**src/rtl/sbs_pkg.sv**
```systemverilog
// Shared types, constants and arithmetic helpers for the spectrum bar smoother.
`default_nettype none
package sbs_pkg;

	localparam int NUM_BANDS   = 9;
	localparam int NUM_BARS    = 17;
	localparam int LEVEL_W     = 7;
	localparam int BAND_IDX_W  = $clog2(NUM_BANDS);
	localparam int BAR_IDX_W   = 5;

	localparam int IN_MAX       = 100;
	localparam int CENTRE_BASE  = 28;
	localparam int CENTRE_SPAN  = 72;
	localparam int MIX_STABLE   = 82;
	localparam int MIX_SPECTRAL = 18;
	localparam int MIX_BASE     = 215;
	localparam int MIX_STEP     = 14;
	localparam int MIX_GAIN     = 40;
	localparam int MAX_HEIGHT   = 34;
	localparam int MIN_HEIGHT   = 3;
	localparam int CANVAS_W     = 236;
	localparam int CANVAS_H     = 44;
	localparam int BAR_W        = 6;
	localparam int BAR_GAP      = 5;
	localparam int BAR_PITCH    = BAR_W + BAR_GAP;
	localparam int START_X      = (CANVAS_W - (NUM_BARS * BAR_W + (NUM_BARS - 1) * BAR_GAP)) / 2;
	localparam int CENTRE_BAR   = (NUM_BARS - 1) / 2;

	// Pipeline over the bands is three stages deep; the last band leaves it at this count.
	localparam int RUN_LAST     = NUM_BANDS + 2;
	localparam int RUN_CNT_W    = $clog2(RUN_LAST + 1);

	localparam int QUEUE_DEPTH  = 2;

	localparam logic [LEVEL_W-1:0] ENVELOPE [NUM_BANDS] = '{
		7'd100, 7'd91, 7'd82, 7'd73, 7'd64, 7'd55, 7'd46, 7'd37, 7'd28
	};

	typedef struct packed {
		logic [6:0] band_0;
		logic [6:0] band_1;
		logic [6:0] band_2;
		logic [6:0] band_3;
		logic [6:0] band_4;
		logic [6:0] band_5;
		logic [6:0] band_6;
		logic [6:0] band_7;
		logic [6:0] band_8;
		logic [6:0] overall_level;
	} in_t;

	typedef struct packed {
		logic [4:0] bar_index;
		logic [7:0] x_left;
		logic [4:0] y_top;
		logic [5:0] bar_height;
		logic [7:0] mix_weight;
		logic       last_bar;
	} out_t;

	typedef logic [NUM_BANDS-1:0][LEVEL_W-1:0] levels_t;

	typedef enum logic [2:0] {
		F_IDLE,
		F_ENERGY,
		F_CENTRE,
		F_RUN,
		F_PUSH
	} front_state_t;

	function automatic logic [6:0] sat_in(input logic [6:0] v);
		return (v > 7'(IN_MAX)) ? 7'(IN_MAX) : v;
	endfunction

	// Exact for every 14-bit operand: reciprocal of 100 scaled by 2^24, rounded up.
	function automatic logic [7:0] div100(input logic [13:0] x);
		logic [31:0] p;
		p = 32'(x) * 32'd167773;
		return p[31:24];
	endfunction

	// Exact for every 9-bit operand: reciprocal of 5 scaled by 2^12, rounded up.
	function automatic logic [6:0] div5(input logic [8:0] x);
		logic [18:0] p;
		p = 19'(x) * 19'd820;
		return p[18:12];
	endfunction

	// Exact for operands below 384: reciprocal of 3 scaled by 2^12, rounded up.
	function automatic logic [6:0] div3(input logic [8:0] x);
		logic [19:0] p;
		p = 20'(x) * 20'd1366;
		return p[18:12];
	endfunction

	// Levels rise fast toward a higher target and fall slowly toward a lower one.
	function automatic logic [6:0] smooth(input logic [6:0] cur, input logic [6:0] tgt);
		logic [9:0] fall;
		fall = 10'(cur) * 10'd7 + 10'(tgt);
		if (tgt > cur) begin
			return div3(9'(cur) + {1'b0, tgt, 1'b0});
		end
		return fall[9:3];
	endfunction

endpackage
`default_nettype wire

```
**src/rtl/sbs_queue.sv**
```systemverilog
// Two-entry request queue that carries smoothed level snapshots from front to back.
`default_nettype none
module sbs_queue
	import sbs_pkg::*;
(
	input  wire logic    clk,
	input  wire logic    arst_n,
	input  wire logic    wr_valid,
	output logic         wr_ready,
	input  wire levels_t wr_data,
	output logic         rd_valid,
	input  wire logic    rd_ready,
	output levels_t      rd_data
);

	localparam int PTR_W = (QUEUE_DEPTH > 1) ? $clog2(QUEUE_DEPTH) : 1;
	localparam int CNT_W = $clog2(QUEUE_DEPTH + 1);

	levels_t            mem_q [QUEUE_DEPTH];
	logic [PTR_W-1:0]   wr_ptr_q;
	logic [PTR_W-1:0]   rd_ptr_q;
	logic [CNT_W-1:0]   count_q;
	logic               do_wr;
	logic               do_rd;

	assign wr_ready = (count_q != CNT_W'(QUEUE_DEPTH));
	assign rd_valid = (count_q != '0);
	assign rd_data  = mem_q[rd_ptr_q];
	assign do_wr    = wr_valid && wr_ready;
	assign do_rd    = rd_valid && rd_ready;

	always_ff @(posedge clk or negedge arst_n) begin
		if (!arst_n) begin
			wr_ptr_q <= '0;
			rd_ptr_q <= '0;
			count_q  <= '0;
		end else begin
			if (do_wr) begin
				wr_ptr_q <= (wr_ptr_q == PTR_W'(QUEUE_DEPTH - 1)) ? '0 : wr_ptr_q + 1'b1;
			end
			if (do_rd) begin
				rd_ptr_q <= (rd_ptr_q == PTR_W'(QUEUE_DEPTH - 1)) ? '0 : rd_ptr_q + 1'b1;
			end
			if (do_wr && !do_rd) begin
				count_q <= count_q + 1'b1;
			end else if (do_rd && !do_wr) begin
				count_q <= count_q - 1'b1;
			end
		end
	end

	always_ff @(posedge clk) begin
		if (do_wr) begin
			mem_q[wr_ptr_q] <= wr_data;
		end
	end

endmodule
`default_nettype wire

```
**src/rtl/sbs_front.sv**
```systemverilog
// Front end: takes a frame, derives the band targets and updates the smoothed levels.
`default_nettype none
module sbs_front
	import sbs_pkg::*;
(
	input  wire logic clk,
	input  wire logic arst_n,
	input  wire logic item_valid,
	output logic      item_ready,
	input  wire in_t  item,
	output logic      push_valid,
	input  wire logic push_ready,
	output levels_t   push_levels
);

	front_state_t           state_q;
	front_state_t           state_d;

	logic [6:0]             band_q [NUM_BANDS];
	logic [6:0]             lvl_q;
	logic [6:0]             energy_q;
	logic                   active_q;
	logic [6:0]             tgt0_q;
	logic [RUN_CNT_W-1:0]   cnt_q;
	levels_t                levels_q;

	logic                   v_s1;
	logic [BAND_IDX_W-1:0]  k_s1;
	logic [6:0]             shaped_s1;
	logic                   v_s2;
	logic [BAND_IDX_W-1:0]  k_s2;
	logic [13:0]            prod_s2;
	logic                   v_s3;
	logic [BAND_IDX_W-1:0]  k_s3;
	logic [6:0]             tgt_s3;

	logic                   accept;
	logic [9:0]             low_sum;
	logic [6:0]             low_mid;
	logic [8:0]             energy_sum;
	logic                   any_band;
	logic                   issue;
	logic [BAND_IDX_W-1:0]  k_issue;
	logic [BAND_IDX_W-1:0]  spec_idx;
	logic [7:0]             pair_sum;
	logic [6:0]             spec;
	logic [13:0]            mix_sum;
	logic [6:0]             t_val;
	logic [6:0]             lim;

	assign accept = item_valid && item_ready;

	always_ff @(posedge clk or negedge arst_n) begin
		if (!arst_n) begin
			state_q <= F_IDLE;
		end else begin
			state_q <= state_d;
		end
	end

	always_comb begin
		state_d    = state_q;
		item_ready = 1'b0;
		push_valid = 1'b0;
		case (state_q)
			F_IDLE: begin
				item_ready = 1'b1;
				if (item_valid) begin
					state_d = F_ENERGY;
				end
			end
			F_ENERGY: state_d = F_CENTRE;
			F_CENTRE: state_d = F_RUN;
			F_RUN: begin
				if (cnt_q == RUN_CNT_W'(RUN_LAST)) begin
					state_d = F_PUSH;
				end
			end
			F_PUSH: begin
				push_valid = 1'b1;
				if (push_ready) begin
					state_d = F_IDLE;
				end
			end
			default: state_d = F_IDLE;
		endcase
	end

	assign push_levels = levels_q;

	always_comb begin
		low_sum    = 10'(band_q[0]) * 10'd3 + 10'(band_q[1]) * 10'd2
			+ 10'(band_q[2]) * 10'd2 + 10'(band_q[3]);
		low_mid    = low_sum[9:3];
		energy_sum = 9'(lvl_q) * 9'd3 + 9'(low_mid) * 9'd2;
		any_band   = 1'b0;
		for (int i = 0; i < NUM_BANDS; i++) begin
			any_band = any_band | (band_q[i] != '0);
		end
	end

	always_comb begin
		issue    = (state_q == F_RUN) && (cnt_q < RUN_CNT_W'(NUM_BANDS));
		k_issue  = cnt_q[BAND_IDX_W-1:0];
		spec_idx = (k_issue == '0) ? '0 : k_issue - 1'b1;
		pair_sum = 8'(band_q[NUM_BANDS-2]) + 8'(band_q[NUM_BANDS-1]);
		spec     = (k_issue == BAND_IDX_W'(NUM_BANDS - 1)) ? pair_sum[7:1] : band_q[spec_idx];
		mix_sum  = 14'(tgt0_q) * 14'(MIX_STABLE) + 14'(spec) * 14'(MIX_SPECTRAL);
		t_val    = 7'(div100(prod_s2));
		lim      = (tgt_s3 > 7'd2) ? tgt_s3 - 7'd2 : '0;
	end

	always_ff @(posedge clk or negedge arst_n) begin
		if (!arst_n) begin
			cnt_q    <= '0;
			v_s1     <= 1'b0;
			v_s2     <= 1'b0;
			v_s3     <= 1'b0;
			levels_q <= '0;
		end else begin
			if (state_q == F_CENTRE) begin
				cnt_q <= '0;
			end else if (state_q == F_RUN) begin
				cnt_q <= cnt_q + 1'b1;
			end
			v_s1 <= issue;
			v_s2 <= v_s1;
			v_s3 <= v_s2;
			if (v_s3) begin
				levels_q[k_s3] <= smooth(levels_q[k_s3], tgt_s3);
			end
		end
	end

	always_ff @(posedge clk) begin
		if (accept) begin
			band_q[0] <= sat_in(item.band_0);
			band_q[1] <= sat_in(item.band_1);
			band_q[2] <= sat_in(item.band_2);
			band_q[3] <= sat_in(item.band_3);
			band_q[4] <= sat_in(item.band_4);
			band_q[5] <= sat_in(item.band_5);
			band_q[6] <= sat_in(item.band_6);
			band_q[7] <= sat_in(item.band_7);
			band_q[8] <= sat_in(item.band_8);
			lvl_q     <= sat_in(item.overall_level);
		end
		if (state_q == F_ENERGY) begin
			energy_q <= div5(energy_sum);
			active_q <= (energy_sum > 9'd4) || any_band;
		end
		if (state_q == F_CENTRE) begin
			tgt0_q <= active_q ?
				7'(CENTRE_BASE) + 7'(div100(14'(energy_q) * 14'(CENTRE_SPAN))) : '0;
		end
		k_s1      <= k_issue;
		shaped_s1 <= 7'(div100(mix_sum));
		k_s2      <= k_s1;
		prod_s2   <= 14'(shaped_s1) * 14'(ENVELOPE[k_s1]);
		if (v_s2) begin
			k_s3   <= k_s2;
			tgt_s3 <= (k_s2 == '0) ? tgt0_q : ((t_val > lim) ? lim : t_val);
		end
	end

endmodule
`default_nettype wire

```
**src/rtl/sbs_back.sv**
```systemverilog
// Back end: turns one level snapshot into seventeen mirrored bar requests.
`default_nettype none
module sbs_back
	import sbs_pkg::*;
(
	input  wire logic    clk,
	input  wire logic    arst_n,
	input  wire logic    pop_valid,
	output logic         pop_ready,
	input  wire levels_t pop_levels,
	output logic         bar_valid,
	input  wire logic    bar_ready,
	output out_t         bar
);

	logic                   busy_q;
	logic [BAR_IDX_W-1:0]   bar_q;
	levels_t                frame_q;
	out_t                   out_q;
	logic                   out_v_q;

	logic                   adv;
	logic                   last;
	logic [BAND_IDX_W-1:0]  dist_idx;
	logic [6:0]             v;
	logic [5:0]             h;
	logic [8:0]             mix;
	logic [5:0]             gap;
	out_t                   nxt;

	assign bar_valid = out_v_q;
	assign bar       = out_q;
	assign adv       = busy_q && (!out_v_q || bar_ready);
	assign last      = (bar_q == BAR_IDX_W'(NUM_BARS - 1));
	assign pop_ready = !busy_q || (adv && last);

	always_comb begin
		dist_idx = (bar_q < BAR_IDX_W'(CENTRE_BAR)) ?
			BAND_IDX_W'(BAR_IDX_W'(CENTRE_BAR) - bar_q) :
			BAND_IDX_W'(bar_q - BAR_IDX_W'(CENTRE_BAR));
		v    = frame_q[dist_idx];
		h    = 6'(MIN_HEIGHT) + 6'(div100(14'(v) * 14'(MAX_HEIGHT - MIN_HEIGHT)));
		mix  = 9'(MIX_BASE) - 9'(dist_idx) * 9'(MIX_STEP)
			+ 9'(div100(14'(v) * 14'(MIX_GAIN)));
		gap  = 6'(CANVAS_H) - h;
		nxt.bar_index  = bar_q;
		nxt.x_left     = 8'(START_X) + 8'(bar_q) * 8'(BAR_PITCH);
		nxt.y_top      = gap[5:1];
		nxt.bar_height = h;
		nxt.mix_weight = (mix > 9'd255) ? 8'd255 : mix[7:0];
		nxt.last_bar   = last;
	end

	always_ff @(posedge clk or negedge arst_n) begin
		if (!arst_n) begin
			busy_q  <= 1'b0;
			bar_q   <= '0;
			out_v_q <= 1'b0;
		end else begin
			if (adv) begin
				out_v_q <= 1'b1;
			end else if (bar_ready) begin
				out_v_q <= 1'b0;
			end
			if (pop_valid && pop_ready) begin
				busy_q <= 1'b1;
				bar_q  <= '0;
			end else if (adv) begin
				bar_q <= bar_q + 1'b1;
				if (last) begin
					busy_q <= 1'b0;
				end
			end
		end
	end

	always_ff @(posedge clk) begin
		if (pop_valid && pop_ready) begin
			frame_q <= pop_levels;
		end
		if (adv) begin
			out_q <= nxt;
		end
	end

endmodule
`default_nettype wire

```
**src/rtl/spectrum_bar_smoother.sv**
```systemverilog
// Top level of the spectrum bar smoother: front end, snapshot queue and bar generator.
// The front end takes a new frame only after it has pushed the last snapshot to the queue;
// it runs a three-stage band pipeline nine times per frame, once per band.
// The back end emits one bar per cycle while the bar side does not stall, seventeen bars a frame.
// The queue lets the front end work on the next frame while the back end emits bars.
// Reset clears the nine smoothed levels to zero and empties the queue.
`default_nettype none
module spectrum_bar_smoother
	import sbs_pkg::*;
(
	input  wire logic clk,
	input  wire logic arst_n,
	input  wire logic item_valid,
	output logic      item_ready,
	input  wire in_t  item,
	output logic      bar_valid,
	input  wire logic bar_ready,
	output out_t      bar
);

	logic    push_valid;
	logic    push_ready;
	levels_t push_levels;
	logic    pop_valid;
	logic    pop_ready;
	levels_t pop_levels;

	sbs_front u_front (
		.clk         (clk),
		.arst_n      (arst_n),
		.item_valid  (item_valid),
		.item_ready  (item_ready),
		.item        (item),
		.push_valid  (push_valid),
		.push_ready  (push_ready),
		.push_levels (push_levels)
	);

	sbs_queue u_queue (
		.clk      (clk),
		.arst_n   (arst_n),
		.wr_valid (push_valid),
		.wr_ready (push_ready),
		.wr_data  (push_levels),
		.rd_valid (pop_valid),
		.rd_ready (pop_ready),
		.rd_data  (pop_levels)
	);

	sbs_back u_back (
		.clk        (clk),
		.arst_n     (arst_n),
		.pop_valid  (pop_valid),
		.pop_ready  (pop_ready),
		.pop_levels (pop_levels),
		.bar_valid  (bar_valid),
		.bar_ready  (bar_ready),
		.bar        (bar)
	);

endmodule
`default_nettype wire

```
**config.mk**
```make
export PLATFORM = sky130hd
export DESIGN_NAME = spectrum_bar_smoother
export DESIGN_NICKNAME = d
export VERILOG_FILES = /design/src/rtl/sbs_pkg.sv /design/src/rtl/sbs_queue.sv /design/src/rtl/sbs_front.sv /design/src/rtl/sbs_back.sv /design/src/rtl/spectrum_bar_smoother.sv
export SDC_FILE = /design/constraint.sdc
export NUM_CORES = 2
export LEC_CHECK = 0
export ABC_AREA = 0
export ABC_CLOCK_PERIOD_IN_PS = 27300
export BUFFER_PORTS_ARGS = -buffer_cell sky130_fd_sc_hd__buf_2
export CAP_MARGIN = 5
export CORE_MARGIN = 2
export CORE_UTILIZATION = 60
export DETAILED_ROUTE_END_ITERATION = 10
export HOLD_SLACK_MARGIN = 0.08
export PLACE_DENSITY = 0.77
export SLEW_MARGIN = 10
export SYNTH_ARGS = -nofsm -noshare
export SYNTH_HDL_FRONTEND = slang
export SYNTH_SLANG_ARGS = --single-unit
```
**constraint.sdc**
```tcl
create_clock -name clk -period 27.3 [get_ports clk]
set_input_delay 4.095 -clock clk [delete_from_list [all_inputs] [get_ports clk]]
set_output_delay 4.095 -clock clk [all_outputs]
set_load 0.02 [all_outputs]
```
# Yosys cells after proc, flatten, opt, wreduce, memory -nomap -nowiden
# Memory sizes are Yosys's and may differ from the RTL's. A register that Yosys moved wholly into a read port is not among the register bits.
# Index checks and enable logic that the tools add are counted.
[word_totals]
input_bits = 74
ram_bits = 189
output_inout_bits = 35
regBits = 179
mem_bits_ro = 112
wordCells = 210
n_memories = 3
[classes]
eq_ne = 11
magnitude_cmp = 21
bitwise = 9
mux = 52
n_mul = 18
addsub = 24
reduce_logical = 36
[mem_list]
columns = ["memory", "words", "width", "rd", "rd_clocked_by_memory_dff", "write_ports", "line", "source"]
rows = [
  ["u_queue.mem_q", 2, 63, 1, 1, 1, "sbs_queue.sv:19", "levels_t mem_q [QUEUE_DEPTH];"],
  ["(no name shown)", 16, 7, 1, 0, 0, "sbs_front.sv:159", "prod_s2 <= 14'(shaped_s1) * 14'(ENVELOPE[k_s1]);"],
  ["u_front.band_q", 9, 7, 10, 0, 9, "sbs_front.sv:19", "logic [6:0] band_q [NUM_BANDS];"],
]
[ops]
columns = ["op", "n"]
rows = [
  ["$mux 7", 21],
  ["$gt 7x7->1 const B", 10],
  ["$bwmux 63", 1],
  ["$reduce_bool 7->1", 9],
  ["$mul 14x18->31 const B", 2],
  ["$bmux 7 s4", 2],
  ["$mul 12x18->30 const B", 1],
  ["$demux 7 s4", 1],
  ["$mul 10x18->28 const B", 1],
  ["$mul 11x18->28 const B", 1],
  ["$mul 7x4->11 const B", 2],
  ["$add 10x7->10", 2],
  ["$mul 7x3->10 const B", 2],
  ["$mul 7x2->9 const B", 2],
  ["$mul 9x10->18 const B", 1],
  ["$mul 9x8->17 const B", 1],
  ["$mux 4", 4],
  ["$mux 1", 15],
  ["$pmux 3 s5", 1],
  ["$add 14x12->14", 1],
  ["$gt 7x7->1", 2],
  ["$mul 7x7->14", 1],
  ["$mul 7x6->13 const B", 1],
  ["$mul 7x5->12 const B", 1],
  ["50 further kinds", 86],
]

# Depth between registers and ports, before layout
# An unclocked memory read counts as a cell.
[logic_depth]
ltp_word = 11
mapped_depth = 55
ltp_nobuf = 51

# Hierarchy
# A second synthesis with hierarchy kept.
[unflattened]
cells_unflattened = 4051
hier_area_um2 = 45452.3
[by_module_without_submodules]
columns = ["module", "area_per_inst_um2", "seq_area_each_um2", "n_inst", "cells_per_inst"]
rows = [
  ["sbs_front", 27858.0, 5290.1, 1, 2716],
  ["sbs_back", 12554.5, 3057.9, 1, 1121],
  ["sbs_queue", 5039.8, 3883.7, 1, 214],
]

# Least setup slack after synthesis
# OpenSTA, ideal clock, no wires.
[synth_timing]
kind = "register to register"
from = "reg u_back.bar_q[0]"
to = "reg u_back.out_q, in the netlist u_back.bar[19] (data pin)"
path_stages_with_launch = 51
t_required_ns = 27.041
setup_time_ns = 0.259
t_arrival_ns = 13.636
path_slack_ns = 13.404
path_buffers = 5
synth_period_minus_slack_ns = 13.896
path_cell_list = "dfrtp_1 -> buf_2 -> buf_1 -> clkbuf_1 -> inv_1 -> ha_1 -> or3b_2 -> and2_1 -> buf_2 -> mux4_2 -> mux2i_1 -> o21ai_1 -> inv_1 -> fa_1 -> fa_1 -> fa_1 -> inv_1 -> ha_1 -> [15 not listed] -> inv_1 -> ha_1 -> a21o_1 -> a21oi_1 -> o21ai_0 -> a2111oi_0 -> a31o_2 -> nand2b_1 -> clkbuf_2 -> xor2_1 -> inv_1 -> ha_1 -> a31o_2 -> a221o_1 -> a21oi_1 -> o221ai_2 -> xnor2_2 -> xnor2_1"
[synth_between]
elab_chain_cells = 8
word_cells_on_any_way = 10
cone_classes = "4 x add/sub; 2 x mul; 1 x order compare; 3 x mux"
[synth_rtl]
columns = ["item", "line", "source"]
rows = [
  ["start, declared", "sbs_back.sv:17", "logic [BAR_IDX_W-1:0] bar_q;"],
  ["start signal, assigned", "sbs_back.sv:69", "bar_q <= bar_q + 1'b1;"],
  ["$sub 4x4->4, or another cell as far along", "sbs_back.sv:40", "BAND_IDX_W'(bar_q - BAR_IDX_W'(CENTRE_BAR));"],
  ["$mux 4 (*)", "sbs_back.sv:38", "dist_idx = (bar_q < BAR_IDX_W'(CENTRE_BAR)) ?"],
  ["$bmux 7 s4 (*)", "sbs_back.sv:41", "v = frame_q[dist_idx];"],
  ["$mux 7 (implied by the code) (*)", "sbs_back.sv:41", ""],
  ["$mul 7x5->12 (*)", "sbs_back.sv:42", "h = 6'(MIN_HEIGHT) + 6'(div100(14'(v) * 14'(MAX_HEIGHT - MIN_HEIGHT)));"],
  ["$mul 12x18->30 (*)", "sbs_pkg.sv:78", "p = 32'(x) * 32'd167773;"],
  ["$add 2x6->6 (*)", "sbs_back.sv:42", ""],
  ["via u_back.h[5]", "sbs_back.sv:26", "logic [5:0] h;"],
  ["$sub 6x6->6 (*)", "sbs_back.sv:45", "gap = 6'(CANVAS_H) - h;"],
  ["via u_back.gap[5]", "sbs_back.sv:28", "logic [5:0] gap;"],
  ["end signal, assigned", "sbs_back.sv:82", "out_q <= nxt;"],
  ["end, declared", "sbs_back.sv:19", "out_t out_q;"],
]
# Mark *: on every way through the listed nets, which the timed path passes. The rest lies on a longest branch. The select of a mux whose other input is x is not followed.
# A chain may end at the register's enable or synchronous reset.

# Final worst setup path
[layout_timing]
from = "reg u_back.bar_q[1]"
to = "reg u_back.out_q, in the netlist u_back.bar[19] (data pin)"
# The elaborated chain is that of the path after synthesis.

==> impl_results.md <==
* CORE AREA at 72800 um^2
* Vias in the first global route at 29600
* Row cnt at 99
* Ys Warns at 0
* Max Cap Viol at 0
* Die Width at 275 um
* GPL Wtd Cong at 0.920
* Worst hold start: u_front.v_s1
* Vias/cell at 5.47
* CP max stage cell: a2111oi_0
* Wirelength per Cell at 17.1 um
* Post_cts resized at 0
* Residual DRC at 0
* FF+latch count, synth at 431
* Final Hold Viols at 0
* Largest net degree at the start of global routing at 78
* Final-stage net count at 5417
* Antenna Nets Post-Route at 0
* CP startpoint kind: register
* Tcrit/Tclk final at 50.6%
* Syn_nets at 5305
* Insertion delay to the later sink of the worst-skew pair at 0.61 ns
* Critical Path RT at 27.66 ns
* CTS Root Cell: clkbuf_16
* Worst reg2reg path endpoint: u_back.bar[19]
* Data arrival, critical path at 14.19 ns
* Crit path max fanout at 19
* Layout cells sized above 1 at 8.54%
* Setup bufs post-CTS at 0
* Die area at 75700 um^2
* Sequential fraction of the synthesis area at 27.7%
* DR vias at 27700
* Post-DP HPWL at 70200 um
* Netlist cell types at 75
* Critical Path Most Common Cell: inv_1
* Die H at 275 um
* Antenna violations before repair at 1
* Reg2Reg Setup Slack at 13.48 ns
* Status: finished clean
* Global route overflow at 0
* Yosys top cell by area: ha_1
* Clock Skew at 0.0648 ns
* CTS tree: built
* Hold_buf cts at 0
* Number of port buffers at 108
* Post-synthesis cell area at 44100 um^2
* Overall routed net length at 86900 um
* Worst-path clk slew at 0.07 ns
* Critical path class: register to register
* TritonCTS Buffers at 47
* TritonRoute pass-1 iters at 6
* Worst r2r src: u_back.bar_q[1]
* Final setup fails at 0
* Post-layout min period at 13.82 ns
* Avg Cell Area, Syn at 11.1 um^2
* Area fraction of the dominant cell type after synthesis at 22.8%
* Most frequent cell after synthesis: ha_1
* Top cells by area, synth: ha_1, edfxtp_1, fa_1, inv_1, dfrtp_1
* Hold depth at 0
* First-pass GRT wire length at 147000 um
* P&R area growth vs syn at 7.60%
* Ys async rst share at 19.5%
* Fin. max-slew vios at 0
* CTS H-tree lvls at 2
* Initial core utilization at 60.5%
* FF-to-FF path depth at 48
* Rel. slew slack at 26.2%
* Synth Flop Type: edfxtp_1
* Tot GR Track Use at 24.3%
* DR iter-0 viols at 1370
* Maximum buffer depth of the clock tree at 3
* Worst Max-Slew Pin Slew at 1.10 ns
* IO Pins at 109
* Unrepaired setup endpoints after global routing: no
* Fmax at 0.0724 GHz
* Hold Path End: u_front.v_s2
* Top post-synthesis cells by count: ha_1, inv_1, fa_1
* Cell count after synthesis at 3958
* EDFF count, synth at 318
* CP peak stage delay at 0.74 ns
* CP Capture Type: register
* Final setup TNS at 0 ns
* Worst Hold Class: register to register
* CTS sink cnt at 431
[worst max-delay path by stage]
stage	startpoint	end	slack, ns
detailed placement	u_back.bar_q[1]	u_back.bar[19]	13.37
finish	u_back.bar_q[1]	u_back.bar[19]	13.48
global placement	u_back.bar_q[1]	u_back.bar[19]	13.70
global route	u_back.bar_q[1]	u_back.bar[19]	12.55
CTS	u_back.bar_q[1]	u_back.bar[19]	13.40
floorplan	u_back.bar_q[0]	u_back.bar[19]	13.40
[cell usage in the layout, fill, tap and decap left out, types with 24 or more instances in the layout]
cell type  Yosys  routed
ha_1         802     802
mux2i_1       24      24
clkbuf_16      0      47
and2_1        53      50
edfxtp_1     318     318
xnor2_1      114     114
dfrtp_1       84      83
mux4_2        26      26
o21bai_1      27      27
xor2_1        46      46
inv_1        787     787
o21a_1        25      25
nor2b_1       51      51
a21o_1        56      56
nand2_1      219     219
o21ai_0      156     154
nor3_1        28      28
mux2_2        66      66
nor2_1       125     124
dfxtp_1       29      29
a21oi_1      125     124
nand2b_1      30      30
fa_1         471     471
buf_2          3     107
[critical path, delay by kind of cell, from the launching register on]
kind,cells,cell delay [ns]
adders and majority gates,12,5.16
AOI/OAI and AO/OA,13,3.17
and+or+nand+nor,10,2.52
xor gates and xnor gates,5,1.46
buffers and inverters,8,0.74
DFF,1,0.49
[cell families after synthesis]
kind of cell | share of synthesized area, %
xor+xnor | 3.30
fa+ha+maj | 44.1
compound gates | 6.97
flops | 27.7
mux | 3.61
buf+inv | 7.29
simple gates | 6.96
[per-layer routing]
layer  share of wire (%)  vias to the layer above  global-route usage (%)
met5               0.023                        -                       0
met2                  50                      599                    43.2
met3                 4.1                      136                    2.45
met4                 2.7                        2                    6.91
li1                    -                    13400                       -
met1                  43                    13600                    31.6
[through the flow]
step / std cells / util, % / cell area [um^2] / hold slack [ns] / setup WS (ns)
global route: 5068 / 65.1 / 47400 / 0.369 / 12.55
finish: 5069 / 65.1 / 47500 / 0.345 / 13.48
global placement: 4980 / 62.9 / 45800 / 0.337 / 13.70
floorplan: 3958 / - / 44100 / 0.331 / 13.40
detailed placement: 4980 / 62.9 / 45800 / 0.338 / 13.37
CTS: 5068 / 65.1 / 47400 / 0.347 / 13.40
[state kept, by name, indices dropped and copies added (netlist names), 2 cells and up]
register,cells
u_front.prod_s2,14
u_front.k_s1,4
u_front.tgt0_q,7
u_front.k_s2,4
u_front.energy_q,7
u_back.frame_q,63
u_front.band_q,63
u_front.push_levels,63
u_front.cnt_q,4
u_front.state_q,3
u_front.k_s3,4
u_front.tgt_s3,7
u_front.shaped_s1,7
u_queue.mem_q,126
u_queue.count_q,2
u_back.bar_q,5
u_back.bar,33
u_front.lvl_q,7
[cell type report]
class | count | area, um^2
Multi-Input combinational cell | 2674 | 28700
Fill cell | 5581 | 25400
Sequential cell | 431 | 12200
Inverter | 787 | 2950
Clock buffer | 55 | 1230
Tap cell | 959 | 1200
Timing Repair Buffer | 129 | 701
Clock inverter | 33 | 445
Antenna cell | 1 | 2.50
Power is not shown: default switching activity piles up to over one toggle a cycle in this logic, so the estimate is an artifact.
